==> config.mk <==
export PLATFORM = sky130hd
export DESIGN_NAME = fixed_class_coloring_counter_flat
export DESIGN_NICKNAME = d
export VERILOG_FILES = /design/src/hdl/fccc_pkg.sv /design/src/hdl/fccc_if.sv /design/src/hdl/fixed_class_coloring_counter.sv /design/src/flat_wrapper.sv
export SDC_FILE = /design/constraint.sdc
export NUM_CORES = 1
export LEC_CHECK = 0
export BUFFER_PORTS_ARGS = -buffer_cell sky130_fd_sc_hd__buf_2
export CAP_MARGIN = 25
export CELL_PAD_IN_SITES_DETAIL_PLACEMENT = 1
export CELL_PAD_IN_SITES_GLOBAL_PLACEMENT = 1
export CORE_ASPECT_RATIO = 1.25
export CORE_MARGIN = 10
export CORE_UTILIZATION = 52
export DETAILED_ROUTE_END_ITERATION = 7
export GPL_TIMING_DRIVEN = 0
export PLACE_DENSITY_LB_ADDON = 0.3
export SETUP_SLACK_MARGIN = 0.2
export SLEW_MARGIN = 5
export SYNTH_ARGS = -nofsm -noshare
export SYNTH_HDL_FRONTEND = slang
export SYNTH_SLANG_ARGS = --single-unit
export TNS_END_PERCENT = 20
==> constraint.sdc <==
create_clock -name clk_i -period 11.3 [get_ports clk_i]
set_clock_uncertainty 0.15 [all_clocks]
set_input_delay 1.13 -clock clk_i [delete_from_list [all_inputs] [get_ports clk_i]]
set_output_delay 1.13 -clock clk_i [all_outputs]
set_load 0.01 [all_outputs]
==> src/hdl/fccc_pkg.sv <==
`timescale 1ns / 1ps
`default_nettype none

package fccc_pkg;

  localparam int MAX_VERTICES_DEF = 10;
  localparam int CLASS_SLOTS      = 10;
  localparam int EDGE_W           = 45;
  localparam int CLASS_W          = 40;
  localparam int NIB_W            = 4;
  localparam int VCNT_W           = 4;
  localparam int COLOR_W          = 4;
  localparam int COUNT_W          = 22;
  localparam int SUM_W            = 8;
  localparam int SLOT_W           = 4;

  localparam logic [VCNT_W-1:0] VCNT_RESET = 4'd7;

  typedef logic [VCNT_W-1:0]  vcnt_t;
  typedef logic [COLOR_W-1:0] color_t;
  typedef logic [COUNT_W-1:0] count_t;
  typedef logic [SUM_W-1:0]   sum_t;
  typedef logic [NIB_W-1:0]   nib_t;
  typedef logic [SLOT_W-1:0]  slot_t;

endpackage

`default_nettype wire

==> src/hdl/fccc_if.sv <==
`timescale 1ns / 1ps
`default_nettype none

interface fccc_in_if;
  logic                         valid;
  logic                         ready;
  logic [fccc_pkg::EDGE_W-1:0]  edge_mask;
  logic [fccc_pkg::CLASS_W-1:0] class_sizes;

  modport source (output valid, output edge_mask, output class_sizes, input ready);
  modport sink   (input valid, input edge_mask, input class_sizes, output ready);
endinterface

interface fccc_out_if;
  logic                         valid;
  logic                         ready;
  logic [fccc_pkg::COUNT_W-1:0] coloring_count;
  logic                         size_error;

  modport source (output valid, output coloring_count, output size_error, input ready);
  modport sink   (input valid, input coloring_count, input size_error, output ready);
endinterface

`default_nettype wire

==> src/hdl/fixed_class_coloring_counter.sv <==
// Steps: add up the class sizes, check them, then walk each distinct permutation of the
// class word (at most 10! = 3628800), and hand the result to the output register.
// A size error skips the permutation walk.
// Throughput: one word at a time; the next word is taken while the last result waits.
// Reset (rst_ni low, asynchronous) empties the block and sets vertex_count to 7.
`timescale 1ns / 1ps
`default_nettype none

module fixed_class_coloring_counter #(
  parameter int MAX_VERTICES = fccc_pkg::MAX_VERTICES_DEF
) (
  input  wire                         clk_i,
  input  wire                         rst_ni,
  input  wire                         cfg_we_i,
  input  wire [fccc_pkg::VCNT_W-1:0]  cfg_wdata_i,
  fccc_in_if.sink                     in_i,
  fccc_out_if.source                  out_o
);

  localparam int VW = (MAX_VERTICES > 1) ? $clog2(MAX_VERTICES) : 1;
  localparam fccc_pkg::vcnt_t MaxV = fccc_pkg::vcnt_t'(MAX_VERTICES);

  localparam logic [2:0] S_IDLE  = 3'd0;
  localparam logic [2:0] S_SUM   = 3'd1;
  localparam logic [2:0] S_CHECK = 3'd2;
  localparam logic [2:0] S_RUN   = 3'd3;
  localparam logic [2:0] S_DONE  = 3'd4;

  logic [2:0] state_q, state_d;
  fccc_pkg::vcnt_t vcount_q;

  logic [fccc_pkg::EDGE_W-1:0]  edges_q, edges_d;
  logic [fccc_pkg::CLASS_W-1:0] class_q, class_d;
  fccc_pkg::slot_t  slot_q, slot_d;
  fccc_pkg::sum_t   sum_q, sum_d;
  fccc_pkg::color_t col_q [MAX_VERTICES];
  fccc_pkg::color_t col_d [MAX_VERTICES];
  fccc_pkg::count_t cnt_q, cnt_d;
  logic             err_q, err_d;

  logic             out_valid_q, out_valid_d;
  fccc_pkg::count_t out_cnt_q, out_cnt_d;
  logic             out_err_q, out_err_d;

  fccc_pkg::nib_t   nib;
  logic             sum_end;
  logic             proper;
  logic             has_pivot;
  logic [VW-1:0]    piv;
  logic [VW-1:0]    swp;
  fccc_pkg::color_t piv_col;
  fccc_pkg::color_t swapped [MAX_VERTICES];
  fccc_pkg::color_t nxt_col [MAX_VERTICES];

  assign in_i.ready            = (state_q == S_IDLE);
  assign out_o.valid           = out_valid_q;
  assign out_o.coloring_count  = out_cnt_q;
  assign out_o.size_error      = out_err_q;

  // Current class size; slots past the last one read as zero.
  always_comb begin
    nib = '0;
    for (int s = 0; s < fccc_pkg::CLASS_SLOTS; s++) begin
      if (slot_q == fccc_pkg::slot_t'(s)) begin
        nib = class_q[s*fccc_pkg::NIB_W +: fccc_pkg::NIB_W];
      end
    end
    sum_end = (slot_q == fccc_pkg::slot_t'(fccc_pkg::CLASS_SLOTS)) || (nib == '0);
  end

  // Proper test: no edge among the active vertices joins two equal colors.
  always_comb begin
    int pos;
    pos    = 0;
    proper = 1'b1;
    for (int b = 1; b < MAX_VERTICES; b++) begin
      for (int a = 0; a < b; a++) begin
        if (vcount_q > fccc_pkg::vcnt_t'(b) && edges_q[pos] && col_q[a] == col_q[b]) begin
          proper = 1'b0;
        end
        pos++;
      end
    end
  end

  // Lexicographic next permutation over the first vertex_count entries.
  always_comb begin
    int src;
    has_pivot = 1'b0;
    piv       = '0;
    for (int i = 0; i < MAX_VERTICES - 1; i++) begin
      if (fccc_pkg::vcnt_t'(i + 1) < vcount_q && col_q[i] < col_q[i + 1]) begin
        has_pivot = 1'b1;
        piv       = VW'(i);
      end
    end
    piv_col = col_q[piv];
    swp     = piv;
    for (int j = 0; j < MAX_VERTICES; j++) begin
      if (fccc_pkg::vcnt_t'(j) < vcount_q && VW'(j) > piv && col_q[j] > piv_col) begin
        swp = VW'(j);
      end
    end
    for (int t = 0; t < MAX_VERTICES; t++) begin
      swapped[t] = col_q[t];
      if (VW'(t) == piv) begin
        swapped[t] = col_q[swp];
      end else if (VW'(t) == swp) begin
        swapped[t] = piv_col;
      end
    end
    // The tail after the pivot is reversed.
    for (int t = 0; t < MAX_VERTICES; t++) begin
      src        = int'(piv) + int'(vcount_q) - t;
      nxt_col[t] = swapped[t];
      if (VW'(t) > piv && fccc_pkg::vcnt_t'(t) < vcount_q) begin
        nxt_col[t] = swapped[VW'(src)];
      end
    end
  end

  always_comb begin
    state_d     = state_q;
    edges_d     = edges_q;
    class_d     = class_q;
    slot_d      = slot_q;
    sum_d       = sum_q;
    col_d       = col_q;
    cnt_d       = cnt_q;
    err_d       = err_q;
    out_valid_d = out_valid_q;
    out_cnt_d   = out_cnt_q;
    out_err_d   = out_err_q;

    if (out_valid_q && out_o.ready) begin
      out_valid_d = 1'b0;
    end

    case (state_q)
      S_IDLE: begin
        if (in_i.valid) begin
          edges_d = in_i.edge_mask;
          class_d = in_i.class_sizes;
          slot_d  = '0;
          sum_d   = '0;
          cnt_d   = '0;
          state_d = S_SUM;
        end
      end
      S_SUM: begin
        if (sum_end) begin
          state_d = S_CHECK;
        end else begin
          // Colors are laid down in nondecreasing order: this class fills [sum, sum + size).
          for (int v = 0; v < MAX_VERTICES; v++) begin
            if (fccc_pkg::sum_t'(v) >= sum_q &&
                fccc_pkg::sum_t'(v) < sum_q + fccc_pkg::sum_t'(nib)) begin
              col_d[v] = fccc_pkg::color_t'(slot_q);
            end
          end
          sum_d  = sum_q + fccc_pkg::sum_t'(nib);
          slot_d = slot_q + 1'b1;
        end
      end
      S_CHECK: begin
        if (vcount_q == '0 || vcount_q > MaxV ||
            sum_q != fccc_pkg::sum_t'(vcount_q)) begin
          err_d   = 1'b1;
          state_d = S_DONE;
        end else begin
          err_d   = 1'b0;
          state_d = S_RUN;
        end
      end
      S_RUN: begin
        cnt_d = cnt_q + fccc_pkg::count_t'(proper);
        if (has_pivot) begin
          col_d = nxt_col;
        end else begin
          state_d = S_DONE;
        end
      end
      S_DONE: begin
        if (!out_valid_q || out_o.ready) begin
          out_valid_d = 1'b1;
          out_cnt_d   = cnt_q;
          out_err_d   = err_q;
          state_d     = S_IDLE;
        end
      end
      default: begin
        state_d = S_IDLE;
      end
    endcase
  end

  always_ff @(posedge clk_i or negedge rst_ni) begin
    if (!rst_ni) begin
      state_q     <= S_IDLE;
      vcount_q    <= fccc_pkg::VCNT_RESET;
      out_valid_q <= 1'b0;
    end else begin
      state_q     <= state_d;
      out_valid_q <= out_valid_d;
      if (cfg_we_i) begin
        vcount_q <= cfg_wdata_i;
      end
    end
  end

  always_ff @(posedge clk_i) begin
    edges_q   <= edges_d;
    class_q   <= class_d;
    slot_q    <= slot_d;
    sum_q     <= sum_d;
    col_q     <= col_d;
    cnt_q     <= cnt_d;
    err_q     <= err_d;
    out_cnt_q <= out_cnt_d;
    out_err_q <= out_err_d;
  end

endmodule

`default_nettype wire
==> src/flat_wrapper.sv <==
// flat-port wrapper written by rule: the top's interface ports become plain ports
module fixed_class_coloring_counter_flat 
#(
  parameter int MAX_VERTICES = fccc_pkg::MAX_VERTICES_DEF
)
  (clk_i, rst_ni, cfg_we_i, cfg_wdata_i, in_i_valid, in_i_edge_mask, in_i_class_sizes, in_i_ready, out_o_valid, out_o_coloring_count, out_o_size_error, out_o_ready);
  fccc_in_if in_i_i ();
  fccc_out_if out_o_i ();
  input  wire clk_i;
  input  wire rst_ni;
  input  wire cfg_we_i;
  input  wire [fccc_pkg::VCNT_W-1:0] cfg_wdata_i;
  input wire logic [$bits(in_i_i.valid)-1:0] in_i_valid;
  input wire logic [$bits(in_i_i.edge_mask)-1:0] in_i_edge_mask;
  input wire logic [$bits(in_i_i.class_sizes)-1:0] in_i_class_sizes;
  output wire logic [$bits(in_i_i.ready)-1:0] in_i_ready;
  output wire logic [$bits(out_o_i.valid)-1:0] out_o_valid;
  output wire logic [$bits(out_o_i.coloring_count)-1:0] out_o_coloring_count;
  output wire logic [$bits(out_o_i.size_error)-1:0] out_o_size_error;
  input wire logic [$bits(out_o_i.ready)-1:0] out_o_ready;
  assign in_i_i.valid = in_i_valid;
  assign in_i_i.edge_mask = in_i_edge_mask;
  assign in_i_i.class_sizes = in_i_class_sizes;
  assign in_i_ready = in_i_i.ready;
  assign out_o_valid = out_o_i.valid;
  assign out_o_coloring_count = out_o_i.coloring_count;
  assign out_o_size_error = out_o_i.size_error;
  assign out_o_i.ready = out_o_ready;
  fixed_class_coloring_counter #(.MAX_VERTICES(MAX_VERTICES)) u_core (.clk_i(clk_i), .rst_ni(rst_ni), .cfg_we_i(cfg_we_i), .cfg_wdata_i(cfg_wdata_i), .in_i(in_i_i), .out_o(out_o_i));
endmodule
# Yosys cells after proc, flatten, opt, wreduce, memory -nomap -nowiden
# Index checks and enable logic that the tools add are counted.
# op_classes
addsub,13
n_mul,0
div_mod_pow,0
n_lt_le_gt_ge,81
eq_ne,94
n_shift,0
mux,179
bitwise_logic,12
reduce_logical,159
# ops
op,n
$mux 4,87
$bmux 4 s4,12
$eq 4x4->1,45
$logic_and 1x1->1,130
$mux 40,2
$pmux 40 s2,1
$mux 1,59
$ge 4x5->1 const B,10
$pmux 22 s2,1
$reduce_and 4->1,11
$gt 4x4->1,10
$not 4->4,10
$lt 4x4->1,9
$eq 3x4->1 const A,8
$ge 3x8->1 const A,4
$lt 3x8->1 const A,4
$mux 3,9
$ne 2x1->1 const B,13
$sub 4x4->4 const B,6
$add 22x1->22,1
$mux 22,1
$logic_not 4->1,5
$eq 2x4->1 const A,4
$eq 4x3->1 const B,4
46 further kinds,92
# word_totals
reg_bits,191
latch_bits,0
ramBits,0
mem_bits_ro,0
input_bits,94
output_inout_bits,25
elab_cells,559
n_memories,0

# Depth between registers and ports, before layout
# logic_depth
depth_word,50
depth_mapped,31

# Worst setup path before layout
# Ideal clock, no wire load.
# synth_timing
path_type,reg-to-reg
from,register u_core.col_q[6] (netlist name)
to,"register u_core.col_q[20] (netlist name), data pin"
setup_time_ns,0.265
arrival_ns,6.764
required_time_ns,10.885
setup_slack_ns,4.121
path_stages_with_launch,26
n_path_buf,1
path_cell_list,edfxtp_1 buf_1 inv_1 ha_1 a21o_1 a2111o_1 o21ai_1 a21oi_1 nor4_2 a21o_1 o32ai_1 nor2_1 ha_1 a21oi_1 o21ai_0 and3_1 nor3_1 nand4b_1 a21oi_1 mux2_2 nand2_1 o31ai_4 mux2i_1 nor3_1 a2111oi_0 o21ai_1
# synth_lines
element,line,source
start: declaration,fixed_class_coloring_counter.sv:36,fccc_pkg::color_t col_q [MAX_VERTICES];
start signal: assignment,fixed_class_coloring_counter.sv:216,col_q <= col_d;

==> metrics.md <==
| Metric | Value |
|---|---|
| Setup-failing EPs final | `0` |
| Die area | `0.0402 sq mm` |
| Fill cells | `3,759` |
| TNS Setup | `0 ns` |
| CP required | `11.31 ns` |
| Total grt overflow | `0` |
| Die Ht | `222 microns` |
| Clock Tree Buf Depth | `2` |
| Core area | `0.0320 sq mm` |
| Die width | `181 microns` |
| Met2 Resource Use GR | `64.9%` |
| Synth warn | `0` |
| Ports | `119` |
| Min Tclk post-route | `11.07 ns` |
| Met1 Track Usage GR | `46.3%` |
| Layout area overhead | `12.8%` |
| Max_slew headroom | `10.4%` |
| Synth area leaders | `edfxtp_1 (32%), ha_1 (6.9%), xor2_1 (6.5%)` |
| CTS tree | `done` |
| Root buf cell | `clkbuf_16` |
| Flops & latches, synth | `191` |
| Ys async rst share | `4.19%` |
| TritonCTS sink count | `191` |
| Worst setup SP type | `flop` |
| Final Cycle Share | `97.9%` |
| Sequential cell area fraction in the yosys report | `33.7%` |
| Max Clock Freq | `90.4 MHz` |
| Crit Path Category | `flop to flop` |
| Post-Route WL | `88,200 microns` |
| Share of post-route cells with drive strength above 1 | `13.3%` |
| Grt met3 use | `13.6%` |
| DRC | `0` |
| Pre-Repair DR Iteration Count | `6` |
| Largest net degree at the start of global routing | `45` |
| Area leader, netlist | `edfxtp_1` |
| Initial antenna violation count | `6` |
| CTS Buf Count | `17` |
| Routability Congestion | `1.18` |
| NumNets Final | `2,256` |
| Critical path capture point | `u_core.col_q[35]` |
| Row count | `73` |
| Clk_lat worst skew | `0.49 ns` |
| Final slew viol count | `0` |
| Crit path arrival time | `11.08 ns` |
| GRT Max-Usage Layer | `met2` |
| Final ANT Viol Nets | `0` |
| Worst Hold Class | `primary input to asynchronous set/reset pin` |
| Number of synthesized flops with an enable pin | `183` |
| Routed wire per std cell | `35.4 microns` |
| Crit-path slowest cell | `clkbuf_1` |
| CP max stage delay | `0.82 ns` |
| Max Cap Violations | `0` |
| R2R depth | `28` |
| Clock transition at path regs | `0.09 ns` |
| I/O Buffers | `118` |
| Syn avg cell area | `8.89 sq um` |
| Post-DP HPWL | `64,300 microns` |
| R2r setup slk | `0.23 ns` |
| Cells after synthesis | `1,902` |
| Top FF cell, synth | `edfxtp_1` |
| Yosys top cell area share | `32.5%` |
| Initial Util | `52.9%` |
| Synth Cell Area | `0.0169 sq mm` |
| FF-to-FF Start | `u_core.col_q[25]` |
| Avg Vias per Cell | `7.54` |
| Via count | `18,800` |
| Crit-path max FO | `10` |
| Unrepaired setup endpoints after global routing | `false` |
| Fin. Hold Viols | `0` |
| Actual slew at the worst max-slew pin | `1.34 ns` |
| Post-synth net total | `2,091` |
| Initial DRC Count | `2,840` |
| Global-route wire length before repair | `126,000 microns` |
| Hold_buf cts | `0` |
| Vias in the first global route | `19,200` |
| All-Layer GR Usage | `41.8%` |
| Crit. End Element | `flop` |
| Synth unique cells | `100` |
| Status | `finished clean` |
| Worst setup path start | `u_core.col_q[25]` |
| H-tree Lvls | `4` |
| Reg-to-reg endpoint | `u_core.col_q[35]` |
-- what timing repair did --
item / 4_1_cts / 5_1_grt
buffers inserted: 0 / 4
gates resized for setup: 0 / 12
endpoints found under the setup margin: 0 / 2
-- worst max-delay path: cells and delay by family, from the launching register on --
kind | cells | cell delay, ns
AND/OR/NAND/NOR | 8 | 2.50
buffers and inverters | 5 | 2.20
adder cells (fa/ha/maj) | 2 | 0.73
flip-flops | 1 | 0.53
AO/OA/AOI/OAI | 13 | 4.59
-- logic make-up after synthesis --
group / after synthesis / share of synthesized area [%]
muxes: 58 / 3.84
DFF: 191 / 33.7
and+or+nand+nor: 627 / 17.6
xor gates and xnor gates: 187 / 9.68
adders and majority gates: 95 / 7.12
AOI/OAI and AO/OA: 563 / 23.8
buffers and inverters: 181 / 4.29
-- registers in the layout, summed over array words and instances (netlist names) --
register                     count
u_core.edges_q                  45
u_core.class_q                  40
u_core.col_q                    40
u_core.cnt_q                    22
u_core.out_o.coloring_count     22
u_core.sum_q                     8
u_core.slot_q                    4
u_core.vcount_q                  4
u_core.state_q                   3
u_core.err_q                     1
u_core.out_o.size_error          1
u_core.out_o.valid               1
-- worst min path at each step --
stage,from,to,slack (ns),cells after the start
after floorplan,u_core.err_q,u_core.out_o.size_error,0.25,0
after global placement,u_core.err_q,u_core.out_o.size_error,0.25,0
after detailed placement,u_core.err_q,u_core.out_o.size_error,0.28,0
after CTS,rst_ni,u_core.out_o.valid,0.31,1
after global routing,rst_ni,u_core.out_o.valid,0.32,1
final,rst_ni,u_core.out_o.valid,0.31,1
-- routing by layer --
layer,wire length (microns),up-vias
li1,-,7519
met1,29300,9044
met2,38700,1631
met3,11300,585
met4,8900,8
met5,62,-
-- through the flow --
stage          instances  cell area [sq um]  hold WS, ns  utilization, %  setup slack [ns]
2_1_floorplan       1902              16900        0.250               -              4.12
3_3_place_gp        2432              18000        0.254            56.4           -0.0806
3_5_place_dp        2441              18100        0.284            56.7             0.784
4_1_cts             2473              18800        0.311            58.8             0.737
5_1_grt             2493              19100        0.317            59.7             0.274
6_report            2493              19100        0.313            59.7             0.234
-- layout by cell type (no fill, tap or decap), types with 10 or more instances in the layout --
cell type and instances:
a211o_1 10, a22oi_1 17, nor2b_1 21, clkbuf_16 17, nand3_1 75, nor4_1 30
nand2_1 144, nor2_1 183, o22ai_1 23, ha_1 93, buf_4 16, xor2_1 126
o21ai_1 17, and3_1 15, o31ai_4 10, o31ai_1 18, nor3_1 81, o21a_1 14
a31oi_1 36, clkbuf_1 78, xnor2_1 61, a21oi_1 124, mux2i_1 39, nand4_1 25
o32ai_1 10, buf_1 14, a21o_1 20, o21ai_0 84, buf_2 128, edfxtp_1 183
inv_1 68, mux2_2 15, a211oi_1 26, o211ai_1 28, nand2b_1 13
-- area by class of cell --
class,instances,area [sq um],area share [%]
tap,412,515,2.70
timing repair buffer,146,892,4.68
clock inverter,15,231,1.21
sequential,191,5700,29.9
inverter,73,277,1.45
buffer,108,464,2.43
clock buffer,17,425,2.23
multi-input combinational,1530,10600,55.4
antenna,1,2.50,0.0131
-- cells in the mapped netlist, types with 6 or more instances --
cell and n:
clkbuf_1 80, a31oi_1 36, buf_1 14, o21ai_0 84, nand4_1 25, ha_1 93
xor2_1 126, nand2_1 145, nand2b_1 13, o32ai_1 10, a22oi_1 17, a21o_1 20
nor3_1 81, and2_1 6, and3_1 15, o221ai_1 7, nor2b_1 21, o22ai_1 23
xnor2_1 61, a211o_1 10, o21a_1 14, a211oi_1 26, mux2i_1 39, o21ai_1 17
nand3_1 75, a221oi_1 9, or3_1 7, buf_2 7, mux2_2 15, inv_1 69
o311ai_0 6, o31ai_2 7, o211ai_1 28, nor4_1 30, nor2_1 184, a21oi_1 124
o31ai_1 19, a22o_1 8, edfxtp_1 183
Power is not shown: default switching activity piles up to over one toggle a cycle in this logic, so the estimate is an artifact.
